===== src/rtl/core/rdss_pkg.sv =====
// Package for the record deframer and sample scaler: result types, kind codes,
// the fixed field widths and the sample scaling function.
// No dependencies.
`timescale 1ns / 1ps
`default_nettype none

package rdss_pkg;

    // Field widths fixed by the stream format
    localparam int BYTE_W   = 8;
    localparam int OFFSET_W = 5;

    // Default header length in bytes
    localparam int HEADER_BYTES_DEF = 28;

    // Separator byte and the offset from which a 0xFF may start a terminator
    localparam logic [BYTE_W-1:0]   SEP_BYTE       = 8'hFF;
    localparam logic [OFFSET_W-1:0] TERM_MIN_OFFSET = 5'd2;

    // Scale by 127/100: (b * 5202) >> 12 equals floor(b * 127 / 100) for b up to 100.
    // Above 100 the result saturates.
    localparam int                SCALE_SHIFT = 12;
    localparam logic [12:0]       SCALE_MULT  = 13'd5202;
    localparam logic [BYTE_W-1:0] SAT_LIMIT   = 8'd100;
    localparam logic [BYTE_W-1:0] SAMPLE_MAX  = 8'd127;

    // Output queue depth and its index widths
    localparam int FIFO_DEPTH = 4;
    localparam int PTR_W      = $clog2(FIFO_DEPTH);
    localparam int CNT_W      = $clog2(FIFO_DEPTH + 1);

    typedef enum logic [1:0] {
        KIND_HEADER = 2'd0,
        KIND_SAMPLE = 2'd1,
        KIND_END    = 2'd2
    } kind_t;

    typedef struct packed {
        kind_t               kind;
        logic [BYTE_W-1:0]   value;
        logic [OFFSET_W-1:0] hidx;
        logic                chan;
        logic                last;
    } result_t;

    // Up to two results produced by one input byte
    typedef struct packed {
        logic [1:0] count;
        result_t    first;
        result_t    second;
    } pair_t;

    function automatic logic [BYTE_W-1:0] scale_sample(input logic [BYTE_W-1:0] b);
        logic [20:0] prod;
        prod = 21'(b) * 21'(SCALE_MULT);
        if (b > SAT_LIMIT)
            return SAMPLE_MAX;
        else
            return prod[SCALE_SHIFT +: BYTE_W];
    endfunction

endpackage

`default_nettype wire


===== src/rtl/core/rdss_deframer.sv =====
// Record deframer: hunt, skip and record states, held 0xFF handling and
// formation of up to two results per byte. Depends on rdss_pkg.
`timescale 1ns / 1ps
`default_nettype none

module rdss_deframer #(
    parameter int HEADER_BYTES = rdss_pkg::HEADER_BYTES_DEF
) (
    input  wire logic                        clk,
    input  wire logic                        rst_n,
    input  wire logic                        accept,
    input  wire logic [rdss_pkg::BYTE_W-1:0] in_byte,
    output rdss_pkg::pair_t                  pair
);
    import rdss_pkg::*;

    typedef enum logic [1:0] {
        MODE_HUNT = 2'd0,
        MODE_SKIP = 2'd1,
        MODE_REC  = 2'd2
    } mode_t;

    localparam logic [OFFSET_W-1:0] HDR_LEN = OFFSET_W'(HEADER_BYTES);

    mode_t               mode_reg,   mode_next;
    logic                held_reg,   held_next;
    logic [OFFSET_W-1:0] offset_reg, offset_next;
    logic                tog_reg,    tog_next;

    function automatic result_t emit_res(input logic [BYTE_W-1:0] b,
                                         input logic [OFFSET_W-1:0] off,
                                         input logic tog);
        result_t r;
        r.last = 1'b0;
        if (off < HDR_LEN) begin
            r.kind  = KIND_HEADER;
            r.value = b;
            r.hidx  = off;
            r.chan  = 1'b0;
        end
        else begin
            r.kind  = KIND_SAMPLE;
            r.value = scale_sample(b);
            r.hidx  = '0;
            r.chan  = tog;
        end
        return r;
    endfunction

    function automatic logic [OFFSET_W-1:0] adv_off(input logic [OFFSET_W-1:0] off);
        return (off < HDR_LEN) ? off + OFFSET_W'(1) : off;
    endfunction

    function automatic logic adv_tog(input logic [OFFSET_W-1:0] off, input logic tog);
        return (off < HDR_LEN) ? tog : ~tog;
    endfunction

    logic                is_ff;
    logic [OFFSET_W-1:0] off_mid;
    logic                tog_mid;
    result_t             end_res;
    pair_t               pair_raw;

    always_comb
    begin
        is_ff          = (in_byte == SEP_BYTE);
        end_res        = '{kind: KIND_END, value: '0, hidx: '0, chan: 1'b0, last: 1'b0};
        mode_next      = mode_reg;
        held_next      = held_reg;
        offset_next    = offset_reg;
        tog_next       = tog_reg;
        off_mid        = offset_reg;
        tog_mid        = tog_reg;
        pair_raw       = '0;
        pair_raw.first  = end_res;
        pair_raw.second = end_res;

        case (mode_reg)
            MODE_SKIP:
            begin
                held_next = 1'b0;
                if (!is_ff)
                begin
                    mode_next      = MODE_REC;
                    pair_raw.count = 2'd1;
                    pair_raw.first = emit_res(in_byte, '0, 1'b0);
                    offset_next    = adv_off('0);
                    tog_next       = adv_tog('0, 1'b0);
                end
            end
            MODE_REC:
            begin
                if (held_reg)
                begin
                    held_next = 1'b0;
                    if (is_ff)
                    begin
                        pair_raw.count = 2'd1;
                        mode_next      = MODE_SKIP;
                    end
                    else
                    begin
                        // Release the held 0xFF as data, then this byte
                        pair_raw.count  = 2'd2;
                        pair_raw.first  = emit_res(SEP_BYTE, offset_reg, tog_reg);
                        off_mid         = adv_off(offset_reg);
                        tog_mid         = adv_tog(offset_reg, tog_reg);
                        pair_raw.second = emit_res(in_byte, off_mid, tog_mid);
                        offset_next     = adv_off(off_mid);
                        tog_next        = adv_tog(off_mid, tog_mid);
                    end
                end
                else if (is_ff && offset_reg >= TERM_MIN_OFFSET)
                begin
                    held_next = 1'b1;
                end
                else
                begin
                    pair_raw.count = 2'd1;
                    pair_raw.first = emit_res(in_byte, offset_reg, tog_reg);
                    offset_next    = adv_off(offset_reg);
                    tog_next       = adv_tog(offset_reg, tog_reg);
                end
            end
            default:
            begin
                // Hunting, and the unused code behaves the same
                mode_next = MODE_HUNT;
                if (is_ff && held_reg)
                begin
                    mode_next = MODE_SKIP;
                    held_next = 1'b0;
                end
                else
                begin
                    held_next = is_ff;
                end
            end
        endcase

        if (pair_raw.count == 2'd1)
            pair_raw.first.last = 1'b1;
        if (pair_raw.count == 2'd2)
            pair_raw.second.last = 1'b1;
    end

    assign pair = pair_raw;

    always_ff @(posedge clk or negedge rst_n)
    begin
        if (!rst_n)
        begin
            mode_reg   <= MODE_HUNT;
            held_reg   <= 1'b0;
            offset_reg <= '0;
            tog_reg    <= 1'b0;
        end
        else if (accept)
        begin
            mode_reg   <= mode_next;
            held_reg   <= held_next;
            offset_reg <= offset_next;
            tog_reg    <= tog_next;
        end
    end

    a_no_hold_in_skip : assert property (@(posedge clk) disable iff (!rst_n)
        !(mode_reg == MODE_SKIP && held_reg))
        else $error("held 0xFF flag set while skipping separators");

    a_end_needs_hold : assert property (@(posedge clk) disable iff (!rst_n)
        (pair_raw.count != 2'd0 && pair_raw.first.kind == KIND_END)
            |-> (held_reg && mode_reg == MODE_REC))
        else $error("record end formed without a held 0xFF");

    a_pair_channels : assert property (@(posedge clk) disable iff (!rst_n)
        (pair_raw.count == 2'd2 && pair_raw.first.kind == KIND_SAMPLE
            && pair_raw.second.kind == KIND_SAMPLE)
            |-> (pair_raw.first.chan != pair_raw.second.chan))
        else $error("two samples from one byte share a channel");

endmodule

`default_nettype wire


===== src/rtl/core/rdss_out_fifo.sv =====
// Output queue for the record deframer: takes up to two results per cycle,
// hands out one per beat. Depends on rdss_pkg.
`timescale 1ns / 1ps
`default_nettype none

module rdss_out_fifo (
    input  wire logic            clk,
    input  wire logic            rst_n,
    input  wire logic            push,
    input  wire rdss_pkg::pair_t pair,
    output logic                 room_for_pair,
    output logic                 out_valid,
    input  wire logic            out_ready,
    output rdss_pkg::result_t    out_res
);
    import rdss_pkg::*;

    result_t          mem [FIFO_DEPTH];
    logic [PTR_W-1:0] wr_ptr_reg, wr_ptr_next;
    logic [PTR_W-1:0] rd_ptr_reg, rd_ptr_next;
    logic [CNT_W-1:0] count_reg,  count_next;
    logic [1:0]       push_n;
    logic             pop;

    assign push_n        = push ? pair.count : 2'd0;
    assign pop           = out_valid && out_ready;
    assign out_valid     = (count_reg != '0);
    assign out_res       = mem[rd_ptr_reg];
    assign room_for_pair = (count_reg <= CNT_W'(FIFO_DEPTH - 2));

    always_comb
    begin
        wr_ptr_next = wr_ptr_reg + PTR_W'(push_n);
        rd_ptr_next = rd_ptr_reg + PTR_W'(pop);
        count_next  = count_reg + CNT_W'(push_n) - CNT_W'(pop);
    end

    always_ff @(posedge clk)
    begin
        if (push_n != 2'd0)
            mem[wr_ptr_reg] <= pair.first;
        if (push_n == 2'd2)
            mem[wr_ptr_reg + PTR_W'(1)] <= pair.second;
    end

    always_ff @(posedge clk or negedge rst_n)
    begin
        if (!rst_n)
        begin
            wr_ptr_reg <= '0;
            rd_ptr_reg <= '0;
            count_reg  <= '0;
        end
        else
        begin
            wr_ptr_reg <= wr_ptr_next;
            rd_ptr_reg <= rd_ptr_next;
            count_reg  <= count_next;
        end
    end

    a_fill_bound : assert property (@(posedge clk) disable iff (!rst_n)
        count_reg <= CNT_W'(FIFO_DEPTH))
        else $error("output queue over-filled");

    a_push_room : assert property (@(posedge clk) disable iff (!rst_n)
        (push_n != 2'd0) |-> (count_reg <= CNT_W'(FIFO_DEPTH - 2)))
        else $error("results pushed without room for a pair");

    a_pop_drains : assert property (@(posedge clk) disable iff (!rst_n)
        (pop && push_n == 2'd0) |=> (count_reg == $past(count_reg) - CNT_W'(1)))
        else $error("fill count did not drop after a lone pop");

endmodule

`default_nettype wire


===== src/rtl/core/record_deframer_sample_scaler.sv =====
// Top level of the record deframer and sample scaler: stream ports, the
// deframer state machine and the output queue. Depends on rdss_pkg,
// rdss_deframer and rdss_out_fifo.
//
//  Channel | Dir | Beat contents
//  --------+-----+-----------------------------------------------------------
//  s_*     | in  | tdata[7:0] in_byte
//  m_*     | out | tdata value, header_index, channel; tuser kind; tlast
//
// At most one byte is accepted per cycle; a byte yields zero, one or two results,
// each leaving as one output beat. The state update and the 127/100 scaling
// (one 8x13 constant multiply) sit between the state registers and a
// four-entry result queue. s_tready is high while the queue has room for two
// results, so with m_tready held high the block takes a byte every cycle.
// Reset (rst_n low, asynchronous) returns to hunting for the first separator
// pair and empties the queue. Stalls on m_tready hold queued beats in place
// and drop s_tready once fewer than two entries are free.
`timescale 1ns / 1ps
`default_nettype none

module record_deframer_sample_scaler #(
    parameter int HEADER_BYTES = rdss_pkg::HEADER_BYTES_DEF
) (
    input  wire logic        clk,
    input  wire logic        rst_n,
    // Input stream
    input  wire logic        s_tvalid,
    output logic             s_tready,
    input  wire logic [7:0]  s_tdata,   // [7:0] in_byte
    // Result stream
    output logic             m_tvalid,
    input  wire logic        m_tready,
    output logic [15:0]      m_tdata,   // [7:0] value, [12:8] header_index,
                                        // [13] channel, [15:14] zero
    output logic [1:0]       m_tuser,   // [1:0] kind
    output logic             m_tlast    // last_of_run
);
    import rdss_pkg::*;

    logic    in_accept;
    logic    room_for_pair;
    pair_t   pair;
    result_t out_res;

    // Advance the deframer only on an accepted input beat
    assign s_tready  = room_for_pair;
    assign in_accept = s_tvalid && s_tready;

    rdss_deframer #(
        .HEADER_BYTES (HEADER_BYTES)
    ) u_deframer (
        .clk     (clk),
        .rst_n   (rst_n),
        .accept  (in_accept),
        .in_byte (s_tdata),
        .pair    (pair)
    );

    // Queue the results so the input side keeps flowing while the output stalls
    rdss_out_fifo u_out_fifo (
        .clk           (clk),
        .rst_n         (rst_n),
        .push          (in_accept),
        .pair          (pair),
        .room_for_pair (room_for_pair),
        .out_valid     (m_tvalid),
        .out_ready     (m_tready),
        .out_res       (out_res)
    );

    assign m_tdata = {2'b00, out_res.chan, out_res.hidx, out_res.value};
    assign m_tuser = out_res.kind;
    assign m_tlast = out_res.last;

endmodule

`default_nettype wire


===== config.mk =====
export PLATFORM = sky130hd
export DESIGN_NAME = record_deframer_sample_scaler
export DESIGN_NICKNAME = d
export VERILOG_FILES = /design/src/rtl/core/rdss_pkg.sv /design/src/rtl/core/rdss_deframer.sv /design/src/rtl/core/rdss_out_fifo.sv /design/src/rtl/core/record_deframer_sample_scaler.sv
export SDC_FILE = /design/constraint.sdc
export NUM_CORES = 1
export LEC_CHECK = 0
export BUFFER_PORTS_ARGS = -buffer_cell sky130_fd_sc_hd__buf_4
export CAP_MARGIN = 5
export CORE_MARGIN = 3
export CORE_UTILIZATION = 37
export DETAILED_ROUTE_END_ITERATION = 12
export REMOVE_ABC_BUFFERS = 1
export SYNTH_ARGS = -nofsm -noshare
export SYNTH_HDL_FRONTEND = slang
export SYNTH_SLANG_ARGS = --single-unit

===== constraint.sdc =====
create_clock -name clk -period 3.7 [get_ports clk]
set_clock_uncertainty 0.15 [all_clocks]
set_input_delay 0.185 -clock clk [delete_from_list [all_inputs] [get_ports clk]]
set_output_delay 0.185 -clock clk [all_outputs]
set_load 0.01 [all_outputs]

==> flow_metrics.env <==
export IMPL_vias=4528
export IMPL_seqCellArea_um2=2440
export IMPL_nFillCells=1446
export IMPL_vdd_drop_max_mv=0.283
export IMPL_drive_above_1_share=0.237
export IMPL_rrSetupSlack_ns=0.66
export IMPL_ios=33
export IMPL_rsz0062_at_grt="no"
export IMPL_antenna_found_initial=0
export IMPL_clockBufferDepth=2
export IMPL_holdWs_ns=0.0835
export IMPL_clockRootBuffer="clkbuf_16"
export IMPL_netlist_instances=548
export IMPL_dr_pass1_iters=5
export IMPL_outcome="complete, no violations"
export IMPL_hp_class="in2async"
export IMPL_crit_arrival_ns=3.47
export IMPL_ff2ff_path_depth=11
export IMPL_final_hold_viol_count=0
export IMPL_start_util=0.385
export IMPL_synthArstFlopShare=0.190
export IMPL_wl_mm=14.6
export IMPL_fin_crit_sh=0.962
export IMPL_drt_iter0_drc=434
export IMPL_ys_flop_type="edfxtp_1"
export IMPL_rows=45
export IMPL_die_x_um=133
export IMPL_insertion_delay_ns=0.34
export IMPL_yosysWarnings=0
export IMPL_rr_endpoint="u_out_fifo.count_reg[2]"
export IMPL_grt_max_degree=20
export IMPL_relSlewSlack=0.399
export IMPL_area_growth_pct=17.7
export IMPL_grt_pass1_wl_mm=23.3
export IMPL_critPathTopFamily="adder cells"
export IMPL_cts_tree="done"
export IMPL_cts_made_buffers=9
export IMPL_route_detailed_drc=0
export IMPL_largest_reg_flops=68
export IMPL_r2r_start="u_deframer.offset_reg[0]"
export IMPL_post_dp_hpwl_mm=10.8
export IMPL_synth_edff_count=68
export IMPL_diodes=0
export IMPL_path_buf_inv=1
export IMPL_htreeDepth=3
export IMPL_totalPowerFinal_mw=3.87
export IMPL_path_class="in2reg"
export IMPL_ys_ff_latch=84
export IMPL_clock_sinks=84
export IMPL_ys_seq_area_frac=0.410
export IMPL_path_max_fanout=7
export IMPL_overflow=0
export IMPL_synth_area_um2=5960
export IMPL_final_common_cell="buf_4"
export IMPL_coreArea_um2=15500
export IMPL_fin_nets=683
export IMPL_pre_cts_ws_ns=-0.279
export IMPL_timing_final_ws_setup_ns=0.142
export IMPL_drv_cap=0
export IMPL_grt_use_total=0.166
export IMPL_wl_per_cell_um=17.7
export IMPL_leakage_nw=2.87
export IMPL_critPathMaxStageDelay_ns=0.54
export IMPL_end_kind="register"
export IMPL_syn_avg_cell_area_um2=10.9
export IMPL_slew_viol_final=0
export IMPL_multi_input_comb_area_um2=3280
export IMPL_start_kind="primary input"
export IMPL_final_setup_viol_count=0
export IMPL_portBuffers=30
export IMPL_cpMaxStageDelayCell="fa_2"
export IMPL_synth_top_cell_area_share=0.342
export IMPL_fin_crit_ns=3.56
export IMPL_tightest_slew_ns=0.901
export IMPL_synthTopCellsByArea="edfxtp_1 34%, ha_1 12%, dfrtp_1 6.7%"
export IMPL_cts_setup_buffers=0
export IMPL_final_cell_mix="81 x buf_4, 68 x edfxtp_1, 55 x ha_1"
export IMPL_fin_util=0.453
export IMPL_crit_chain="buf_4, ha_1, fa_2, ha_1, ha_1, ha_4, a211o_1, o32a_4, o21a_1, or4_4, a31oi_4, a21oi_1"
export IMPL_cellPowerDensity_nw_per_um2=551
export IMPL_routabilityCongestion=0.880
export IMPL_ant_nets=0
export IMPL_dieArea_um2=17700
export IMPL_grt_pass1_vias=4383
export IMPL_synth_area_leader_cell="edfxtp_1"
export IMPL_yosysUniqueCellTypes=70
export IMPL_die_y_um=133
export IMPL_required_ns=3.62
export IMPL_crit_top_cell="ha_1"
export IMPL_clock_fmax_mhz=281
export IMPL_cts_clk_slew_worst_paths_ns=0.07
export IMPL_avgViaCountPerCell=5.50
==> per-stage QoR <==
| stage | setup TNS [ns] | area [um^2] | instances |
|---|---|---|---|
| 2_1_floorplan | 0 | 5800 | 515 |
| 3_3_place_gp | -2.59 | 6680 | 807 |
| 3_5_place_dp | -5.13 | 6680 | 807 |
| 4_1_cts | 0 | 7000 | 824 |
| 5_1_grt | 0 | 7020 | 824 |
| 6_report | 0 | 7020 | 824 |
==> metal layers <==
| metal | GRT usage | part of all wire | vias to the layer above |
|---|---|---|---|
| li1 | - | - | 2181 |
| met1 | 0.231 | 0.46 | 2213 |
| met3 | 0.0190 | 0.034 | 12 |
| met2 | 0.269 | 0.49 | 122 |
| met4 | 0.0566 | 0.013 | 0 |
| met5 | 0 | 0 | - |
==> layout make-up <==
| cell class | count | share of cell area |
|---|---|---|
| clock buffer | 9 | 0.0321 |
| sequential | 84 | 0.348 |
| clock inverter | 7 | 0.0118 |
| timing repair buffer | 82 | 0.0880 |
| inverter | 29 | 0.0155 |
| multi-input combinational | 402 | 0.467 |
| tap | 211 | 0.0376 |
==> power breakdown <==
part / switching [mW] / total, mW / internal (mW)
clock network: 0.381 / 0.914 / 0.533
registers: 0.179 / 1.34 / 1.16
logic: 0.823 / 1.62 / 0.794
==> cells by family (layout without fill, tap and decap cells) <==
family / count (synthesis) / in the layout / share of synthesized area
compound gates: 149 / 149 / 0.160
fa+ha+maj: 63 / 63 / 0.141
flops: 84 / 84 / 0.410
simple gates: 136 / 136 / 0.121
buf+inv: 63 / 127 / 0.0462
xor+xnor: 12 / 12 / 0.0176
other cells: 1 / 2 / 0.000629
mux: 40 / 40 / 0.104
==> worst max-delay path by stage <==
stage,from,endpoint,cells after the start
final,s_tdata[5],u_out_fifo.mem[0][12],12
after global routing,s_tdata[5],u_out_fifo.mem[1][13],13
after CTS,s_tdata[5],u_out_fifo.mem[2][14],12
after detailed placement,s_tdata[5],u_out_fifo.mem[2][14],12
after global placement,s_tdata[5],u_out_fifo.mem[0][14],12
after floorplan,s_tdata[5],u_out_fifo.mem[1][12],11
==> cell usage after synthesis (4+ instances only) <==
cell,number
clkbuf_1,14
buf_4,4
nor2b_1,5
a21o_1,4
a31oi_1,8
o21ai_0,30
nor3_1,8
a21oi_1,51
buf_2,13
xnor2_1,8
nand2_1,44
o211ai_1,7
nand4_1,5
mux4_2,17
fa_1,7
xor2_1,4
o21a_1,10
nand3_1,20
mux2i_1,21
dfrtp_1,16
nor2_1,21
o21ai_1,7
and2_1,5
inv_1,27
edfxtp_1,68
o31ai_1,6
ha_1,56
and3_1,4
==> what timing repair did <==
item                                    in CTS  in global routing
gates resized for setup                      0                  4
endpoints found under the hold margin       16                  0
endpoints found under the setup margin       0                 14
hold buffers                                 1                  0
Note: power is estimated with default switching activity, not from simulation.
